===== src/rtl/assert_macros.svh =====
// Assertion macros shared by the RTL of the calendar conversion block.
// Each macro expects signals named clock and reset in the including module.
`ifndef ASSERT_MACROS_SVH
`define ASSERT_MACROS_SVH

// Same-cycle implication, checked outside reset.
`define DOTC_ASSERT_NOW(label, ante, cons) \
   label: assert property (@(posedge clock) disable iff (reset) (ante) |-> (cons)) \
      else $error("dotc assertion failed");

// Next-cycle implication, checked outside reset.
`define DOTC_ASSERT_NEXT(label, ante, cons) \
   label: assert property (@(posedge clock) disable iff (reset) (ante) |=> (cons)) \
      else $error("dotc assertion failed");

`endif


===== src/rtl/dotc_pkg.sv =====
// Package for the day ordinal to calendar converter: word types, calendar constants
// and month tables. No dependencies.
package dotc_pkg;

   localparam int DAY_W  = 22;
   localparam int SEC_W  = 17;
   localparam int YEAR_W = 14;

   localparam int unsigned DAYS_400Y = 146097;
   localparam int unsigned DAYS_100Y = 36524;
   localparam int unsigned DAYS_4Y   = 1461;
   localparam int unsigned DAYS_1Y   = 365;
   localparam int unsigned SECS_DAY  = 86400;
   localparam int unsigned SECS_HOUR = 3600;
   localparam int unsigned SECS_MIN  = 60;

   // Fraction bits of the reciprocal used by the constant dividers.
   localparam int RECIP_SHIFT = 32;

   localparam logic [8:0] CUM_DAYS [16] = '{
      9'd0, 9'd0, 9'd31, 9'd59, 9'd90, 9'd120, 9'd151, 9'd181, 9'd212, 9'd243,
      9'd273, 9'd304, 9'd334, 9'd334, 9'd334, 9'd334
   };

   localparam logic [4:0] MONTH_LEN [16] = '{
      5'd0, 5'd31, 5'd28, 5'd31, 5'd30, 5'd31, 5'd30, 5'd31, 5'd31, 5'd30,
      5'd31, 5'd30, 5'd31, 5'd0, 5'd0, 5'd0
   };

   typedef struct packed {
      logic [DAY_W-1:0] day_number;
      logic [SEC_W-1:0] second_of_day;
   } req_type;

   typedef struct packed {
      logic [YEAR_W-1:0] year;
      logic [3:0]        month;
      logic [4:0]        day_of_month;
      logic [4:0]        hour;
      logic [5:0]        minute;
      logic [5:0]        second;
   } rsp_type;

endpackage


===== src/rtl/dotc_cdiv.sv =====
// Two-stage divider by a constant: reciprocal multiply, then a one-step correction.
// Depends on dotc_pkg for the reciprocal scaling.
module dotc_cdiv #(
   parameter int          NUM_W   = dotc_pkg::DAY_W,
   parameter int unsigned DIVISOR = dotc_pkg::DAYS_400Y,
   parameter int          QUOT_W  = 5,
   parameter int          REM_W   = 18
) (
   input  logic              clock,
   input  logic              en,
   input  logic [NUM_W-1:0]  num,
   output logic [QUOT_W-1:0] quot,
   output logic [REM_W-1:0]  rem
);

   localparam logic [63:0] RECIP  = (64'd1 << dotc_pkg::RECIP_SHIFT) / 64'(DIVISOR);
   localparam int          RECIP_W = $clog2(RECIP + 64'd1);
   localparam int          PROD_W  = NUM_W + RECIP_W;
   localparam logic [NUM_W-1:0] DIV_C = NUM_W'(DIVISOR);

   logic [PROD_W-1:0] prod;
   logic [QUOT_W-1:0] q_est_in, q_est_ff;
   logic [NUM_W-1:0]  num_ff;
   logic [NUM_W-1:0]  back, diff;
   logic              fix;
   logic [QUOT_W-1:0] quot_in, quot_ff;
   logic [REM_W-1:0]  rem_in, rem_ff;

   // The floor reciprocal underestimates the quotient by at most one.
   assign prod     = PROD_W'(num) * PROD_W'(RECIP);
   assign q_est_in = QUOT_W'(prod >> dotc_pkg::RECIP_SHIFT);

   assign back    = NUM_W'(q_est_ff * DIVISOR);
   assign diff    = num_ff - back;
   assign fix     = (diff >= DIV_C);
   assign quot_in = q_est_ff + QUOT_W'(fix);
   assign rem_in  = fix ? REM_W'(diff - DIV_C) : REM_W'(diff);

   always_ff @(posedge clock) begin
      if (en) begin
         q_est_ff <= q_est_in;
         num_ff   <= num;
         quot_ff  <= quot_in;
         rem_ff   <= rem_in;
      end
   end

   assign quot = quot_ff;
   assign rem  = rem_ff;

endmodule


===== src/rtl/day_ordinal_to_calendar.sv =====
// Top level of the day ordinal to calendar converter (nine-stage pipeline).
// Depends on dotc_pkg, dotc_cdiv and assert_macros.svh.
//
//   channel  direction  word type           handshake
//   req      in         dotc_pkg::req_type  req_valid / req_ready
//   rsp      out        dotc_pkg::rsp_type  rsp_valid / rsp_ready
//
// rsp_valid rises once an accepted word has passed all stages; one word enters per cycle unless
// rsp is stalled. The depth is set by the chain of 400-year and 4-year constant dividers (two
// stages each, with the hour and minute dividers beside them) plus five single stages.
// Reset clears only the stage valid bits; payload registers are not reset.
// All stages advance together whenever the output register is empty or being taken,
// so a stall on rsp freezes the whole pipeline and no word is lost or repeated.
`include "assert_macros.svh"

module day_ordinal_to_calendar (
   input  logic              clock,
   input  logic              reset,
   input  logic              req_valid,
   output logic              req_ready,
   input  dotc_pkg::req_type req_data,
   output logic              rsp_valid,
   input  logic              rsp_ready,
   output dotc_pkg::rsp_type rsp_data
);

   localparam int NSTAGE = 9;
   localparam int YW     = dotc_pkg::YEAR_W;

   logic              adv;
   logic [NSTAGE-1:0] vld_in, vld_ff;

   // A held output word freezes every stage; otherwise all stages move together.
   assign adv       = !vld_ff[NSTAGE-1] || rsp_ready;
   assign req_ready = adv;
   assign vld_in    = {vld_ff[NSTAGE-2:0], req_valid};

   always_ff @(posedge clock) begin
      if (reset) begin
         vld_ff <= '0;
      end else if (adv) begin
         vld_ff <= vld_in;
      end
   end

   // Stage A: zero-based day offset and second count reduced into one day.
   logic [dotc_pkg::DAY_W-1:0] a_off_in, a_off_ff;
   logic [dotc_pkg::SEC_W-1:0] a_sec_in, a_sec_ff;

   assign a_off_in = (req_data.day_number == '0) ? '0 : req_data.day_number - 22'd1;
   assign a_sec_in = (req_data.second_of_day >= dotc_pkg::SEC_W'(dotc_pkg::SECS_DAY))
                   ? req_data.second_of_day - dotc_pkg::SEC_W'(dotc_pkg::SECS_DAY)
                   : req_data.second_of_day;

   always_ff @(posedge clock) begin
      if (adv) begin
         a_off_ff <= a_off_in;
         a_sec_ff <= a_sec_in;
      end
   end

   // Stages B and C: 400-year periods and hours.
   logic [4:0]  c_q400;
   logic [17:0] c_r400;
   logic [4:0]  c_hour;
   logic [11:0] c_rsec;

   dotc_cdiv #(
      .NUM_W(dotc_pkg::DAY_W), .DIVISOR(dotc_pkg::DAYS_400Y), .QUOT_W(5), .REM_W(18)
   ) u_div400 (
      .clock(clock), .en(adv), .num(a_off_ff), .quot(c_q400), .rem(c_r400)
   );

   dotc_cdiv #(
      .NUM_W(dotc_pkg::SEC_W), .DIVISOR(dotc_pkg::SECS_HOUR), .QUOT_W(5), .REM_W(12)
   ) u_div3600 (
      .clock(clock), .en(adv), .num(a_sec_ff), .quot(c_hour), .rem(c_rsec)
   );

   // Stage D: 100-year periods by comparison. The last day of a 400-year cycle
   // yields a count of four.
   logic [2:0]  d_q100_in, d_q100_ff;
   logic [17:0] d_sub;
   logic [15:0] d_r100_in, d_r100_ff;
   logic [YW-1:0] d_yr_in, d_yr_ff;
   logic [4:0]  d_hour_ff;
   logic [11:0] d_rsec_ff;

   always_comb begin
      if (c_r400 >= 18'(4 * dotc_pkg::DAYS_100Y)) begin
         d_q100_in = 3'd4;
         d_sub     = 18'(4 * dotc_pkg::DAYS_100Y);
      end else if (c_r400 >= 18'(3 * dotc_pkg::DAYS_100Y)) begin
         d_q100_in = 3'd3;
         d_sub     = 18'(3 * dotc_pkg::DAYS_100Y);
      end else if (c_r400 >= 18'(2 * dotc_pkg::DAYS_100Y)) begin
         d_q100_in = 3'd2;
         d_sub     = 18'(2 * dotc_pkg::DAYS_100Y);
      end else if (c_r400 >= 18'(dotc_pkg::DAYS_100Y)) begin
         d_q100_in = 3'd1;
         d_sub     = 18'(dotc_pkg::DAYS_100Y);
      end else begin
         d_q100_in = 3'd0;
         d_sub     = 18'd0;
      end
   end

   assign d_r100_in = 16'(c_r400 - d_sub);
   assign d_yr_in   = YW'(c_q400) * YW'(400) + YW'(d_q100_in) * YW'(100);

   always_ff @(posedge clock) begin
      if (adv) begin
         d_q100_ff <= d_q100_in;
         d_r100_ff <= d_r100_in;
         d_yr_ff   <= d_yr_in;
         d_hour_ff <= c_hour;
         d_rsec_ff <= c_rsec;
      end
   end

   // Stages E and F: 4-year periods and minutes.
   logic [4:0]  f_q4;
   logic [10:0] f_r4;
   logic [5:0]  f_min;
   logic [5:0]  f_sec;

   dotc_cdiv #(
      .NUM_W(16), .DIVISOR(dotc_pkg::DAYS_4Y), .QUOT_W(5), .REM_W(11)
   ) u_div1461 (
      .clock(clock), .en(adv), .num(d_r100_ff), .quot(f_q4), .rem(f_r4)
   );

   dotc_cdiv #(
      .NUM_W(12), .DIVISOR(dotc_pkg::SECS_MIN), .QUOT_W(6), .REM_W(6)
   ) u_div60 (
      .clock(clock), .en(adv), .num(d_rsec_ff), .quot(f_min), .rem(f_sec)
   );

   logic [2:0]    e_q100_ff, f_q100_ff;
   logic [YW-1:0] e_yr_ff, f_yr_ff;
   logic [4:0]    e_hour_ff, f_hour_ff;

   always_ff @(posedge clock) begin
      if (adv) begin
         e_q100_ff <= d_q100_ff;
         e_yr_ff   <= d_yr_ff;
         e_hour_ff <= d_hour_ff;
         f_q100_ff <= e_q100_ff;
         f_yr_ff   <= e_yr_ff;
         f_hour_ff <= e_hour_ff;
      end
   end

   // Stage G: single years by comparison, the year sum, the leap flag and the
   // 31 December case where a period count reaches four.
   logic [2:0]    g_q1;
   logic [10:0]   g_sub;
   logic [8:0]    g_r1_in, g_r1_ff;
   logic [YW-1:0] g_yr_in, g_yr_ff;
   logic          g_leap_in, g_leap_ff;
   logic          g_special_in, g_special_ff;
   logic [4:0]    g_hour_ff;
   logic [5:0]    g_min_ff, g_sec_ff;

   always_comb begin
      if (f_r4 >= 11'(4 * dotc_pkg::DAYS_1Y)) begin
         g_q1  = 3'd4;
         g_sub = 11'(4 * dotc_pkg::DAYS_1Y);
      end else if (f_r4 >= 11'(3 * dotc_pkg::DAYS_1Y)) begin
         g_q1  = 3'd3;
         g_sub = 11'(3 * dotc_pkg::DAYS_1Y);
      end else if (f_r4 >= 11'(2 * dotc_pkg::DAYS_1Y)) begin
         g_q1  = 3'd2;
         g_sub = 11'(2 * dotc_pkg::DAYS_1Y);
      end else if (f_r4 >= 11'(dotc_pkg::DAYS_1Y)) begin
         g_q1  = 3'd1;
         g_sub = 11'(dotc_pkg::DAYS_1Y);
      end else begin
         g_q1  = 3'd0;
         g_sub = 11'd0;
      end
   end

   assign g_r1_in      = 9'(f_r4 - g_sub);
   assign g_yr_in      = f_yr_ff + YW'(f_q4) * YW'(4) + YW'(g_q1);
   assign g_leap_in    = (g_q1 == 3'd3) && ((f_q4 != 5'd24) || (f_q100_ff == 3'd3));
   assign g_special_in = (g_q1 == 3'd4) || (f_q100_ff == 3'd4);

   always_ff @(posedge clock) begin
      if (adv) begin
         g_r1_ff      <= g_r1_in;
         g_yr_ff      <= g_yr_in;
         g_leap_ff    <= g_leap_in;
         g_special_ff <= g_special_in;
         g_hour_ff    <= f_hour_ff;
         g_min_ff     <= f_min;
         g_sec_ff     <= f_sec;
      end
   end

   // Stage H: month estimate from the day of year, the days before that month,
   // the same for the month before it, and whether the estimate overshoots.
   logic [3:0]    h_mon_in, h_mon_ff;
   logic [3:0]    h_mon_m1;
   logic [8:0]    h_before_in, h_before_ff;
   logic [8:0]    h_lo_in, h_lo_ff;
   logic          h_over_in, h_over_ff;
   logic [8:0]    h_r1_ff;
   logic [YW-1:0] h_yr_ff;
   logic          h_special_ff;
   logic [4:0]    h_hour_ff;
   logic [5:0]    h_min_ff, h_sec_ff;

   assign h_mon_in    = 4'((10'(g_r1_ff) + 10'd50) >> 5);
   assign h_mon_m1    = h_mon_in - 4'd1;
   assign h_before_in = dotc_pkg::CUM_DAYS[h_mon_in]
                      + 9'((h_mon_in > 4'd2) && g_leap_ff);
   assign h_lo_in     = h_before_in - 9'(dotc_pkg::MONTH_LEN[h_mon_m1])
                      - 9'((h_mon_m1 == 4'd2) && g_leap_ff);
   assign h_over_in   = (h_before_in > g_r1_ff) && (h_mon_in > 4'd1);

   always_ff @(posedge clock) begin
      if (adv) begin
         h_mon_ff     <= h_mon_in;
         h_before_ff  <= h_before_in;
         h_lo_ff      <= h_lo_in;
         h_over_ff    <= h_over_in;
         h_r1_ff      <= g_r1_ff;
         h_yr_ff      <= g_yr_ff;
         h_special_ff <= g_special_ff;
         h_hour_ff    <= g_hour_ff;
         h_min_ff     <= g_min_ff;
         h_sec_ff     <= g_sec_ff;
      end
   end

   // Output stage: apply the month correction, or force 31 December of the
   // previous year for the end-of-cycle day.
   dotc_pkg::rsp_type o_data_in, o_data_ff;
   logic [8:0]        o_before;

   assign o_before = h_over_ff ? h_lo_ff : h_before_ff;

   always_comb begin
      o_data_in.hour   = h_hour_ff;
      o_data_in.minute = h_min_ff;
      o_data_in.second = h_sec_ff;
      if (h_special_ff) begin
         o_data_in.year         = h_yr_ff - YW'(1);
         o_data_in.month        = 4'd12;
         o_data_in.day_of_month = 5'd31;
      end else begin
         o_data_in.year         = h_yr_ff;
         o_data_in.month        = h_over_ff ? h_mon_ff - 4'd1 : h_mon_ff;
         o_data_in.day_of_month = 5'(h_r1_ff - o_before + 9'd1);
      end
   end

   always_ff @(posedge clock) begin
      if (adv) begin
         o_data_ff <= o_data_in;
      end
   end

   assign rsp_valid = vld_ff[NSTAGE-1];
   assign rsp_data  = o_data_ff;

   // Range checks on the divider remainders and on the delivered word.
   logic div_rem_ok;
   logic rsp_in_range;

   assign div_rem_ok   = (c_r400 < 18'(dotc_pkg::DAYS_400Y))
                       && (c_rsec < 12'(dotc_pkg::SECS_HOUR));
   assign rsp_in_range = (rsp_data.month >= 4'd1) && (rsp_data.month <= 4'd12)
                       && (rsp_data.day_of_month >= 5'd1) && (rsp_data.hour <= 5'd23)
                       && (rsp_data.minute <= 6'd59) && (rsp_data.second <= 6'd59);

   // A held result must hold back new words.
   `DOTC_ASSERT_NOW(a_stall_blocks_input, rsp_valid && !rsp_ready, !req_ready)
   // An accepted word occupies the first stage next cycle.
   `DOTC_ASSERT_NEXT(a_accept_fills_first, req_valid && req_ready, vld_ff[0])
   // The 400-year and hour dividers leave remainders below their divisors.
   `DOTC_ASSERT_NOW(a_div_rem_range, vld_ff[2], div_rem_ok)
   // Every delivered word has a month of 1 to 12, a nonzero day and a time of day in range.
   `DOTC_ASSERT_NOW(a_rsp_ranges, rsp_valid, rsp_in_range)

endmodule

===== config.mk =====
export PLATFORM = sky130hd
export DESIGN_NAME = day_ordinal_to_calendar
export DESIGN_NICKNAME = d
export VERILOG_FILES = /design/src/rtl/dotc_pkg.sv /design/src/rtl/dotc_cdiv.sv /design/src/rtl/day_ordinal_to_calendar.sv
export VERILOG_INCLUDE_DIRS = /design/src /design/src/rtl
export SDC_FILE = /design/constraint.sdc
export NUM_CORES = 2
export LEC_CHECK = 0
export BUFFER_PORTS_ARGS = -buffer_cell sky130_fd_sc_hd__buf_2
export CORE_MARGIN = 2
export CORE_UTILIZATION = 55
export CTS_BUF_LIST = sky130_fd_sc_hd__clkbuf_8
export CTS_CLUSTER_DIAMETER = 30
export DETAILED_ROUTE_END_ITERATION = 12
export PLACE_DENSITY = 0.71
export SYNTH_ARGS = -nofsm -noshare
export SYNTH_HDL_FRONTEND = slang
export SYNTH_SLANG_ARGS = --single-unit

===== constraint.sdc =====
create_clock -name clock -period 34.6 [get_ports clock]
set_input_delay 3.46 -clock clock [delete_from_list [all_inputs] [get_ports clock]]
set_output_delay 3.46 -clock clock [all_outputs]
set_load 0.01 [all_outputs]

==> impl_metrics.json <==
{
  "grt_setup_unrepaired": "false",
  "finalWirelength_um": 68700,
  "top_layer": "met4",
  "synth_edf_count": 411,
  "htree_num_levels": 3,
  "route.met2.wl_um": 33800,
  "rows": 98,
  "min_path_type": "reg2reg",
  "dp_cells": 4519,
  "critPathKind": "in2out",
  "maxCapViolations": 0,
  "portBuffers": 84,
  "cts_made_buffers": 84,
  "clkTransAtPathRegs_ps": 60,
  "chipHeight_um": 273,
  "ys_ff_latch": 420,
  "cts_tree": "done",
  "drt-met1-wl_um": 31100,
  "wl_per_cell_um": 14.7,
  "synth_area_leaders": "edfxtp_1 31%, ha_1 23%, fa_1 19%, inv_1 7.0%, xnor2_1 3.3%",
  "drtIter0Drc": 946,
  "place_area_mm2": 0.0415,
  "finalSetupViolCount": 0,
  "post_cts_buffers": 0,
  "fmax_mhz": 125,
  "final_layout_size_suffix_gt1_share_pct": 7.78,
  "startpoint_type": "input pin",
  "initial_core_util_pct": 55.7,
  "cp.required_ps": 31140,
  "finish.instance_area_mm2": 0.0434,
  "finalCritPeriodShare_pct": 23.2,
  "ys_seq_area_share_pct": 31.4,
  "path_buf_inv": 4,
  "clock_latency_ps": 680,
  "syn_area_mm2": 0.0399,
  "cts_resized": 0,
  "slew_violations": 0,
  "dr_wl_met3_um": 2350,
  "slew_headroom_pct": 30.4,
  "cp_slowest_stage_delay_ps": 450,
  "final_util_pct": 60.5,
  "path_max_fanout": 96,
  "worst_pin_slew_ps": 1040,
  "hpwl_um": 54800,
  "status": "finished, final reports clean",
  "synth_nets": 4643,
  "netlist_top_cells_count": "744 x inv_1, 721 x ha_1, 411 x edfxtp_1, 378 x fa_1, 150 x xnor2_1",
  "ios": 85,
  "tns_ps": 0,
  "yosysTopAreaCell": "edfxtp_1",
  "yosys.cell_types.count": 90,
  "place_congestion": 0.868,
  "holdBufCountCts": 0,
  "grt_pass1_wl_um": 120000,
  "nNetsFinal": 4797,
  "synth_warnings": 0,
  "clock-skew-final_ps": 32.3,
  "antenna_found_initial": 1,
  "finalCriticalPeriod_ps": 8020,
  "syn_area_per_cell_um2": 11.4,
  "die_x_um": 273,
  "die-area_mm2": 0.0748,
  "worstPathCellList": "buf_2 -> nor2b_1 -> buf_4 -> inv_8 -> buf_2",
  "core_area_mm2": 0.0717,
  "route.detailed.drc": 0,
  "yosysMostFrequentCell": "inv_1",
  "syn2layout_area_growth_pct": 8.77,
  "vias": 24500,
  "critPathCaptureType": "output pin",
  "ant_nets": 0,
  "ys.flop_type": "edfxtp_1",
  "grt_pass1_vias": 25600,
  "crit_slowest_cell": "inv_8",
  "postSynthCellCount": 3501,
  "globalRouteTotalUtil_pct": 19.6,
  "synth_top_area_share_pct": 30.9,
  "async_reset_ff_share_pct": 0,
  "cpLargestDelayFamily": "buffers and inverters",
  "cts_max_path_buffers": 3,
  "root_buffer": "clkbuf_8",
  "drtPass1Iterations": 5,
  "vias_per_cell": 5.23,
  "clock_sinks": 420,
  "grt_max_degree": 182,
  "layoutNonFillerInstCount": 4678,
  "critPathMostFrequentCell": "buf_2",
  "arrival_ps": 4560,
  "overflow": 0,
  "final-hold-violation-count": 0
}
[sequential cells by signal, indices dropped and copies added, names as in the netlist, 9 cells and up]
signal            flops
a_off_ff             22
a_sec_ff             17
d_r100_ff            16
d_rsec_ff            12
d_yr_ff              10
e_yr_ff              10
f_yr_ff              10
g_r1_ff               9
g_yr_ff              14
h_yr_ff              14
rsp_data             40
u_div1461.num_ff     16
u_div1461.rem        11
u_div3600.num_ff     17
u_div3600.rem        12
u_div400.num_ff      22
u_div400.rem         18
u_div60.num_ff       12
vld_ff                9
[placed cells by master, fill, tap and decap left out, drive strengths merged, types with 34 or more instances in the layout]
master  count
a21o       65
a21oi     114
buf        88
clkbuf     87
clkinv     34
edfxtp    411
fa        378
ha        721
inv       758
nand2     121
nand3      37
nor2      124
nor3       37
o21ai      89
xnor2     150
xor2       78
[stage by stage]
stage / hold WS (ps) / worst slack [ps]
after floorplan: 400 / 19660
after global placement: 400 / 26600
after detailed placement: 405 / 26600
after CTS: 398 / 26590
after global routing: 412 / 26510
final: 402 / 26580
[worst reg2reg max path: stages (launching register included)]
cell       delay [ps]
edfxtp_1          690
inv_1             230
ha_1              350
inv_1              60
fa_1              530
inv_1              50
fa_1              520
inv_1              40
ha_1              390
and4_1            280
a2111oi_2         330
nand2_1           100
and3_1            230
a311oi_2          500
nand4_1           180
o21ai_2           610
nand2b_4          300
ha_1              180
ha_1              180
nand2_1            70
xnor2_1           130
[layer usage]
metal	vias to the layer above	GRT usage, %
met1	11800	25.8
met4	0	4.95
li1	12200	-
met3	100	2.85
met2	359	34.0
met5	-	0
[worst paths after layout]
path                        start  cells past startpoint  slack, ps          endpoint
max                     rsp_ready                      5      26580         req_ready
min                   h_sec_ff[4]                      0        400       rsp_data[4]
max reg2reg  u_div400.q_est_ff[3]                     20      28360  u_div400.quot[4]
min reg2reg           h_sec_ff[4]                      0        400       rsp_data[4]
[kinds of logic (layout without fill, tap and decap cells)]
| kind of cell | after synthesis | after routing | share of synthesized area [%] |
|---|---|---|---|
| xor gates and xnor gates | 229 | 229 | 5.06 |
| adders and majority gates | 1099 | 1099 | 41.5 |
| DFF | 420 | 420 | 31.4 |
| AOI/OAI and AO/OA | 471 | 471 | 8.07 |
| and+or+nand+nor | 498 | 498 | 6.23 |
| buffers and inverters | 767 | 993 | 7.26 |
| other | 0 | 1 | 0 |
| muxes | 17 | 17 | 0.464 |
[layout make-up]
class | count | area (µm²)
repair buffers | 88 | 463
fillers | 5895 | 28300
flip-flops and latches | 420 | 12500
diodes | 1 | 2.50
inverters | 747 | 2810
clock buffers | 87 | 1200
clock inverters | 71 | 736
well taps | 950 | 1190
multi-input cells | 2314 | 24500
Power is not shown: default switching activity piles up to over one toggle a cycle in this logic, so the estimate is an artifact.
